$ cat src/sle_pkg.sv
// Shared types and constants for the sorted list engine.
// Used by sle_ctrl, sle_datapath, sorted_list_engine and the testbench; no dependencies.
`default_nettype none

package sle_pkg;

    // Payload widths fixed by the interface
    localparam int VALUE_W = 32;
    localparam int OCC_W   = 5;
    localparam int STAT_W  = 3;
    localparam int CMD_W   = 2;

    // Input command codes
    localparam logic [CMD_W-1:0] CMD_INSERT = 2'd0;
    localparam logic [CMD_W-1:0] CMD_DELETE = 2'd1;
    localparam logic [CMD_W-1:0] CMD_READ   = 2'd2;

    // Result status codes
    localparam logic [STAT_W-1:0] ST_INSERTED = 3'd0;
    localparam logic [STAT_W-1:0] ST_DELETED  = 3'd1;
    localparam logic [STAT_W-1:0] ST_NOTFOUND = 3'd2;
    localparam logic [STAT_W-1:0] ST_FULL     = 3'd3;
    localparam logic [STAT_W-1:0] ST_EMPTY    = 3'd4;
    localparam logic [STAT_W-1:0] ST_ENTRY    = 3'd5;

    // Table operation issued by the controller
    typedef enum logic [1:0] {
        OP_NONE,
        OP_INSERT,
        OP_DELETE,
        OP_ROTATE
    } dp_op_t;

    // Controller to datapath command
    typedef struct packed {
        dp_op_t            op;
        logic              load_out;
        logic [STAT_W-1:0] status;
        logic              last;
    } dp_cmd_t;

    // Datapath to controller status
    typedef struct packed {
        logic full;
        logic empty;
        logic found;
    } dp_stat_t;

endpackage

`default_nettype wire

$ cat src/sle_datapath.sv
// Datapath of the sorted list engine: compare-and-shift cells, count and
// the result payload register. Depends on sle_pkg.
`default_nettype none

module sle_datapath #(
    parameter int CAPACITY = 16,
    parameter int CW       = $clog2(CAPACITY + 1)
) (
    input  wire logic                               aclk,
    input  wire logic                               aresetn,
    input  wire logic signed [sle_pkg::VALUE_W-1:0] in_value,
    input  wire sle_pkg::dp_cmd_t                   cmd,
    output sle_pkg::dp_stat_t                       stat,
    output logic [CW-1:0]                           count,
    output logic signed [sle_pkg::VALUE_W-1:0]      out_entry,
    output logic [sle_pkg::STAT_W-1:0]              out_status,
    output logic                                    out_last,
    output logic [sle_pkg::OCC_W-1:0]               out_occ
);

    logic signed [sle_pkg::VALUE_W-1:0] cell_reg  [CAPACITY];
    logic signed [sle_pkg::VALUE_W-1:0] cell_next [CAPACITY];
    logic [CW-1:0]                      count_reg;
    logic [CW-1:0]                      count_next;
    logic [CAPACITY-1:0]                ge;
    logic [CAPACITY-1:0]                eq;
    logic signed [sle_pkg::VALUE_W-1:0] entry_sel;

    logic signed [sle_pkg::VALUE_W-1:0] out_entry_reg;
    logic [sle_pkg::STAT_W-1:0]         out_status_reg;
    logic                               out_last_reg;
    logic [sle_pkg::OCC_W-1:0]          out_occ_reg;

    // Per-cell compare; slots past the count act as greater than any value
    always_comb begin
        for (int i = 0; i < CAPACITY; i++) begin
            ge[i] = (CW'(i) >= count_reg) || (cell_reg[i] >= in_value);
            eq[i] = (CW'(i) < count_reg) && (cell_reg[i] == in_value);
        end
    end

    assign stat.full  = (count_reg == CW'(CAPACITY));
    assign stat.empty = (count_reg == '0);
    assign stat.found = |eq;

    // Next cell contents per operation
    always_comb begin
        count_next = count_reg;
        for (int i = 0; i < CAPACITY; i++) begin
            cell_next[i] = cell_reg[i];
        end
        case (cmd.op)
            sle_pkg::OP_INSERT: begin
                // Open a slot at the first entry not below the value
                for (int i = 0; i < CAPACITY; i++) begin
                    if (ge[i]) begin
                        if (i > 0 && ge[(i > 0) ? i - 1 : 0]) begin
                            cell_next[i] = cell_reg[(i > 0) ? i - 1 : 0];
                        end else begin
                            cell_next[i] = in_value;
                        end
                    end
                end
                count_next = count_reg + CW'(1);
            end
            sle_pkg::OP_DELETE: begin
                // Sorted table: the first equal entry is the first one not below
                for (int i = 0; i < CAPACITY - 1; i++) begin
                    if (ge[i]) begin
                        cell_next[i] = cell_reg[i + 1];
                    end
                end
                count_next = count_reg - CW'(1);
            end
            sle_pkg::OP_ROTATE: begin
                // Rotate the occupied part left by one; count rotations restore it
                for (int i = 0; i < CAPACITY; i++) begin
                    if (CW'(i) == count_reg - CW'(1)) begin
                        cell_next[i] = cell_reg[0];
                    end else if (CW'(i) < count_reg) begin
                        cell_next[i] = cell_reg[(i < CAPACITY - 1) ? i + 1 : i];
                    end
                end
            end
            default: begin
            end
        endcase
    end

    // Select the entry field of the result
    always_comb begin
        case (cmd.status)
            sle_pkg::ST_ENTRY: entry_sel = cell_reg[0];
            sle_pkg::ST_EMPTY: entry_sel = '0;
            default:           entry_sel = in_value;
        endcase
    end

    // Hold the cells, no reset needed
    always_ff @(posedge aclk) begin
        for (int i = 0; i < CAPACITY; i++) begin
            cell_reg[i] <= cell_next[i];
        end
    end

    // Hold the count
    always_ff @(posedge aclk) begin
        if (!aresetn) begin
            count_reg <= '0;
        end else begin
            count_reg <= count_next;
        end
    end

    // Load the result payload; occupancy wraps to the field width
    always_ff @(posedge aclk) begin
        if (cmd.load_out) begin
            out_entry_reg  <= entry_sel;
            out_status_reg <= cmd.status;
            out_last_reg   <= cmd.last;
            out_occ_reg    <= sle_pkg::OCC_W'(count_next);
        end
    end

    assign count      = count_reg;
    assign out_entry  = out_entry_reg;
    assign out_status = out_status_reg;
    assign out_last   = out_last_reg;
    assign out_occ    = out_occ_reg;

endmodule

`default_nettype wire

$ cat src/sle_ctrl.sv
// Controller of the sorted list engine: handshakes, readout sequencing and
// the result valid flag. Depends on sle_pkg.
`default_nettype none

module sle_ctrl #(
    parameter int CAPACITY = 16,
    parameter int CW       = $clog2(CAPACITY + 1)
) (
    input  wire logic                       aclk,
    input  wire logic                       aresetn,
    input  wire logic                       s_tvalid,
    output logic                            s_tready,
    input  wire logic [sle_pkg::CMD_W-1:0]  in_command,
    output logic                            m_tvalid,
    input  wire logic                       m_tready,
    input  wire sle_pkg::dp_stat_t          stat,
    input  wire logic [CW-1:0]              count,
    output sle_pkg::dp_cmd_t                cmd
);

    typedef enum logic {
        S_IDLE,
        S_READ
    } state_t;

    state_t        state_reg;
    state_t        state_next;
    logic [CW-1:0] rd_cnt_reg;
    logic [CW-1:0] rd_cnt_next;
    logic          m_valid_reg;
    logic          m_valid_next;
    logic          out_free;
    logic          accept;

    assign out_free = !m_valid_reg || m_tready;
    assign s_tready = (state_reg == S_IDLE) && out_free;
    assign accept   = s_tvalid && s_tready;

    // Decode commands and sequence the readout
    always_comb begin
        state_next   = state_reg;
        rd_cnt_next  = rd_cnt_reg;
        cmd.op       = sle_pkg::OP_NONE;
        cmd.load_out = 1'b0;
        cmd.status   = sle_pkg::ST_INSERTED;
        cmd.last     = 1'b1;
        case (state_reg)
            S_IDLE: begin
                if (accept) begin
                    case (in_command)
                        sle_pkg::CMD_INSERT: begin
                            cmd.load_out = 1'b1;
                            if (stat.full) begin
                                cmd.status = sle_pkg::ST_FULL;
                            end else begin
                                cmd.op     = sle_pkg::OP_INSERT;
                                cmd.status = sle_pkg::ST_INSERTED;
                            end
                        end
                        sle_pkg::CMD_DELETE: begin
                            cmd.load_out = 1'b1;
                            if (stat.empty) begin
                                cmd.status = sle_pkg::ST_EMPTY;
                            end else if (!stat.found) begin
                                cmd.status = sle_pkg::ST_NOTFOUND;
                            end else begin
                                cmd.op     = sle_pkg::OP_DELETE;
                                cmd.status = sle_pkg::ST_DELETED;
                            end
                        end
                        sle_pkg::CMD_READ: begin
                            cmd.load_out = 1'b1;
                            if (stat.empty) begin
                                cmd.status = sle_pkg::ST_EMPTY;
                            end else begin
                                cmd.op     = sle_pkg::OP_ROTATE;
                                cmd.status = sle_pkg::ST_ENTRY;
                                cmd.last   = (count == CW'(1));
                                if (count != CW'(1)) begin
                                    state_next  = S_READ;
                                    rd_cnt_next = CW'(1);
                                end
                            end
                        end
                        default: begin
                            // Drop the unused code without a result
                        end
                    endcase
                end
            end
            S_READ: begin
                if (out_free) begin
                    cmd.load_out = 1'b1;
                    cmd.op       = sle_pkg::OP_ROTATE;
                    cmd.status   = sle_pkg::ST_ENTRY;
                    cmd.last     = (rd_cnt_reg == count - CW'(1));
                    rd_cnt_next  = rd_cnt_reg + CW'(1);
                    if (rd_cnt_reg == count - CW'(1)) begin
                        state_next = S_IDLE;
                    end
                end
            end
            default: begin
                state_next = S_IDLE;
            end
        endcase
    end

    // Result valid: set on load, clear on transfer
    always_comb begin
        if (cmd.load_out) begin
            m_valid_next = 1'b1;
        end else if (m_tready) begin
            m_valid_next = 1'b0;
        end else begin
            m_valid_next = m_valid_reg;
        end
    end

    // Hold state and registered outputs
    always_ff @(posedge aclk) begin
        if (!aresetn) begin
            state_reg   <= S_IDLE;
            rd_cnt_reg  <= '0;
            m_valid_reg <= 1'b0;
        end else begin
            state_reg   <= state_next;
            rd_cnt_reg  <= rd_cnt_next;
            m_valid_reg <= m_valid_next;
        end
    end

    assign m_tvalid = m_valid_reg;

endmodule

`default_nettype wire

$ cat src/sorted_list_engine.sv
// Sorted list engine: keeps up to CAPACITY signed values in ascending order.
// Channels: s_tuser[1:0] command (insert, delete, read out), s_tdata value.
// Results: m_tuser status, m_tdata {occupancy, entry}, m_tlast marks the
// final result of each command.
// Insert and delete: one transfer per cycle while the output register is
// free or draining; each result appears in the output register in the
// cycle after its input transfer. Readout of N entries: N results, input
// held off until the last one is loaded; an empty table gives a single
// empty result. The compare-and-shift cells apply an insert or delete as
// its result is loaded; the single output register emits one readout entry
// per cycle from cell zero as the table rotates, while the receiver takes it.
// A new command is taken only while the output register is free or being
// drained, so a stalled receiver holds off input.
// Reset (aresetn low, synchronous) empties the table and clears the output
// valid; cell contents are not cleared and are never read unwritten.
// Depends on sle_pkg, sle_ctrl and sle_datapath.
`default_nettype none

module sorted_list_engine #(
    parameter int CAPACITY = 16
) (
    input  wire logic        aclk,
    input  wire logic        aresetn,
    input  wire logic        s_tvalid,
    output logic             s_tready,
    input  wire logic [31:0] s_tdata,   // [31:0] value
    input  wire logic [1:0]  s_tuser,   // [1:0] command
    output logic             m_tvalid,
    input  wire logic        m_tready,
    output logic [39:0]      m_tdata,   // [31:0] entry, [36:32] occupancy, rest zero
    output logic [2:0]       m_tuser,   // [2:0] status
    output logic             m_tlast
);

    localparam int CW = $clog2(CAPACITY + 1);

    sle_pkg::dp_cmd_t                   cmd;
    sle_pkg::dp_stat_t                  stat;
    logic [CW-1:0]                      count;
    logic signed [sle_pkg::VALUE_W-1:0] out_entry;
    logic [sle_pkg::OCC_W-1:0]          out_occ;

    sle_ctrl #(
        .CAPACITY (CAPACITY),
        .CW       (CW)
    ) u_ctrl (
        .aclk       (aclk),
        .aresetn    (aresetn),
        .s_tvalid   (s_tvalid),
        .s_tready   (s_tready),
        .in_command (s_tuser),
        .m_tvalid   (m_tvalid),
        .m_tready   (m_tready),
        .stat       (stat),
        .count      (count),
        .cmd        (cmd)
    );

    sle_datapath #(
        .CAPACITY (CAPACITY),
        .CW       (CW)
    ) u_datapath (
        .aclk       (aclk),
        .aresetn    (aresetn),
        .in_value   (s_tdata),
        .cmd        (cmd),
        .stat       (stat),
        .count      (count),
        .out_entry  (out_entry),
        .out_status (m_tuser),
        .out_last   (m_tlast),
        .out_occ    (out_occ)
    );

    // Pack the result data
    assign m_tdata = {3'b000, out_occ, out_entry};

`ifndef SYNTH
    // No input transfer while a result is stalled
    assert property (@(posedge aclk) disable iff (!aresetn)
        (m_tvalid && !m_tready) |-> !s_tready)
        else $error("input taken while result stalled");

    // Count never exceeds the table size
    assert property (@(posedge aclk) disable iff (!aresetn)
        count <= CW'(CAPACITY))
        else $error("count above capacity");

    // Every result other than a readout entry marks last
    assert property (@(posedge aclk) disable iff (!aresetn)
        (m_tvalid && m_tuser != sle_pkg::ST_ENTRY) |-> m_tlast)
        else $error("single result without last");
`endif

endmodule

`default_nettype wire

$ cat config.mk
export PLATFORM = sky130hd
export DESIGN_NAME = sorted_list_engine
export DESIGN_NICKNAME = d
export VERILOG_FILES = /design/src/sle_pkg.sv /design/src/sle_datapath.sv /design/src/sle_ctrl.sv /design/src/sorted_list_engine.sv
export SDC_FILE = /design/constraint.sdc
export NUM_CORES = 2
export LEC_CHECK = 0
export BUFFER_PORTS_ARGS = -buffer_cell sky130_fd_sc_hd__buf_2
export CORE_ASPECT_RATIO = 0.5
export CORE_MARGIN = 8
export CORE_UTILIZATION = 60
export CTS_CLUSTER_DIAMETER = 120
export CTS_CLUSTER_SIZE = 20
export DETAILED_ROUTE_END_ITERATION = 10
export PLACE_DENSITY = 0.73
export SLEW_MARGIN = 5
export SYNTH_ARGS = -nofsm -noshare
export SYNTH_HDL_FRONTEND = slang
export SYNTH_SLANG_ARGS = --single-unit
export TNS_END_PERCENT = 30
$ cat constraint.sdc
create_clock -name aclk -period 23.8 [get_ports aclk]
set_input_delay 4.76 -clock aclk [delete_from_list [all_inputs] [get_ports aclk]]
set_output_delay 4.76 -clock aclk [all_outputs]
set_load 0.02 [all_outputs]
==> run_results.csv <==
group,metric,value,unit
sta,fmax,79.7,MHz
setup_path,cp-start-kind,"input port",
setup_path,crit_required,24.12,ns
place,numPortBuffers,80,
floorplanning,die_area,0.0804,mm^2
place,post-place-cells,4900,
layout,fin_cells,4961,
clock_tree,numCtsBuffers,34,
logic_synthesis,yosys.area.top_type,"edfxtp_1",
floorplanning,start_util,0.604,
sta,grt_setup_unrepaired,"no",
clock_tree,cts.root.buffer_cell,"clkbuf_16",
route,vias,38700,
sta,fin_crit,12.55,ns
sta,skew,0.0564,ns
global_route,first_global_vias,36600,
logic_synthesis,synth_seq_area_share,0.395,
clock_tree,clk_path_buf_depth,3,
layout,final_layout_size_suffix_gt1_frac,0.0747,
sta,final.period_utilization,0.528,
place,place_hpwl,120000,um
layout,register_area,0.0168,mm^2
route,drtAntennaViolNets,0,
clock_tree,h-tree-depth,2,
flow_run,cap_violations,0,
clock_tree,clk_pin_slew,0.08,ns
floorplanning,rows,69,
worst_hold_path,hold_depth,2,
logic_synthesis,syn_inst,4107,
clock_tree,cts_sinks,565,
floorplanning,coreArea,0.0707,mm^2
logic_synthesis,yosysWarnings,0,
layout,stdcell_area,0.0448,mm^2
logic_synthesis,synth_top_area_frac,0.389,
logic_synthesis,netlist_area,0.0427,mm^2
power_and_ir_drop,p_total,2.82,mW
setup_path,worstRegToRegCells,16,
logic_synthesis,async_reset_ff_frac,0,
sta,setup-tns-final,0,ns
clock_tree,postCtsSetupRepairBufs,0,
setup_path,path_class,"input port to flip-flop",
clock_tree,clk_latency,0.64,ns
clock_tree,cts_tree,"yes",
power_and_ir_drop,vdd.ir_drop.worst,0.0523,mV
sta,finalHoldViolations,0,
global_route,grt_pass1_wl,253000,um
sta,slew_viol_final,0,
power_and_ir_drop,leakage,17.6,nW
logic_synthesis,ys_ff_latch,565,
floorplanning,dieHeight,205,um
global_route,grt_overflow_total,0,
global_route,antenna_found_initial,15,
sta,max-slew-margin-rel,0.0422,
route,drtIter0Drc,7071,
place,placed_cell_area,0.0438,mm^2
layout,largest_reg_flops,512,
global_route,grt_max_degree,109,
setup_path,endpoint_kind,"flip-flop",
place,gp_congestion,1.07,
floorplanning,dieWidth,393,um
layout,final.fill_count,5715,
power_and_ir_drop,powerDensity,62.9,mW/mm^2
status,status,"complete, no violations",
layout,nNetsFinal,4542,
route,vias_per_cell,7.80,
layout,multi_input_area,0.0244,mm^2
route,drc_errors,0,
layout,area_growth,4.95,%
route,drtPass1Iterations,9,
clock_tree,ctsResizeCount,0,
logic_synthesis,avgSynthCellArea,10.4,um^2
logic_synthesis,synth_edf_count,553,
logic_synthesis,ys_top_cells_by_count,"553 x edfxtp_1, 525 x ha_1, 452 x o21ai_0",
logic_synthesis,yosys-top-cells-area,"edfxtp_1 39%, ha_1 15%, mux2i_1 11%, a22oi_1 7.3%, o21ai_0 5.3%",
sta,tightest_slew,1.43,ns
floorplanning,ioPinCount,84,
setup_path,critPathMaxFanout,96,
global_route,grt_usage,0.427,
worst_hold_path,min-delay-path-class,"flip-flop to flip-flop",
clock_tree,hold_buffers,0,
logic_synthesis,synth_flop_cell,"edfxtp_1",
route,wl_per_cell,35.9,um
logic_synthesis,synth.most_common_cell,"edfxtp_1",
logic_synthesis,ys_types,92,
setup_path,cp.arrival,12.87,ns
route,wl,178000,um
sta,setup_viol,0,
[critical path: stages]
cell and delay, ns:
buf_2 0.29, inv_1 0.48, ha_1 0.49, nand4_1 0.32, nor4_1 1.09, nand4b_1 0.19, o2111ai_1 0.19, a2111oi_0 0.16
a311oi_1 0.38, o21ai_1 0.14, nand2_1 0.19, ha_4 0.50, or2_4 0.83, buf_4 0.91, buf_4 0.84, buf_4 0.77
o21ai_0 0.24
[cell families (layout without fill, tap and decap cells)]
group,after synthesis,count (layout),synth area share
mux,455,455,0.108
xor+xnor,13,13,0.00267
compound gates,1484,1484,0.218
simple gates,653,653,0.0784
flops,565,565,0.395
buf+inv,411,293,0.0440
other cells,1,15,0.0000879
fa+ha+maj,525,525,0.154
[final cells by class]
| class | instances | area share |
|---|---|---|
| clock buffer | 46 | 0.0205 |
| tap | 958 | 0.0268 |
| clock inverter | 2 | 0.000559 |
| sequential | 565 | 0.376 |
| timing repair buffer | 184 | 0.0263 |
| antenna | 12 | 0.000670 |
| inverter | 61 | 0.00511 |
| multi-input combinational | 3133 | 0.544 |
[power breakdown]
part	leakage, nW	switching (mW)	total, mW	internal [mW]
combinational	11.9	0.531	0.785	0.254
clock	0.456	0.368	0.642	0.273
sequential	5.25	0.128	1.39	1.26
total	17.6	1.03	2.82	1.79
[routing by layer]
layer	wire length, um	track usage	part of all wire	vias to the layer above
met5	314	0.0248	0.0018	-
met4	11200	0.233	0.063	8
met3	30000	0.177	0.17	747
met2	71500	0.597	0.40	3634
met1	65300	0.555	0.37	18500
li1	-	-	-	15800
[per-stage QoR]
step | worst slack (ns) | utilization | hold WS [ns]
after floorplan | 12.59 | - | 0.487
after detailed placement | 10.76 | 0.620 | 0.526
final | 11.25 | 0.633 | 0.545
after global routing | 10.90 | 0.633 | 0.581
after CTS | 11.34 | 0.633 | 0.546
after global placement | 10.91 | 0.620 | 0.507
[layout by cell type (no fill, tap or decap), types with 103 or more instances in the layout]
master and count:
nand2_1 234, o21ai_0 451, o21ai_1 131, a21oi_1 227, a22oi_1 416, ha_1 524, buf_4 103, nand4_1 109
mux2i_1 449, edfxtp_1 553
[final timing paths]
path	startpoint	end	slack (ns)
max	s_tdata[22]	u_datapath.cell_reg[2][22]	11.25
min	u_ctrl.rd_cnt_reg[1]	u_ctrl.rd_cnt_reg[1]	0.54
max reg2reg	u_datapath.cell_reg[0][31]	u_datapath.cell_reg[2][22]	15.77
min reg2reg	u_ctrl.rd_cnt_reg[1]	u_ctrl.rd_cnt_reg[1]	0.54
Power figures use the tool's default switching activity.
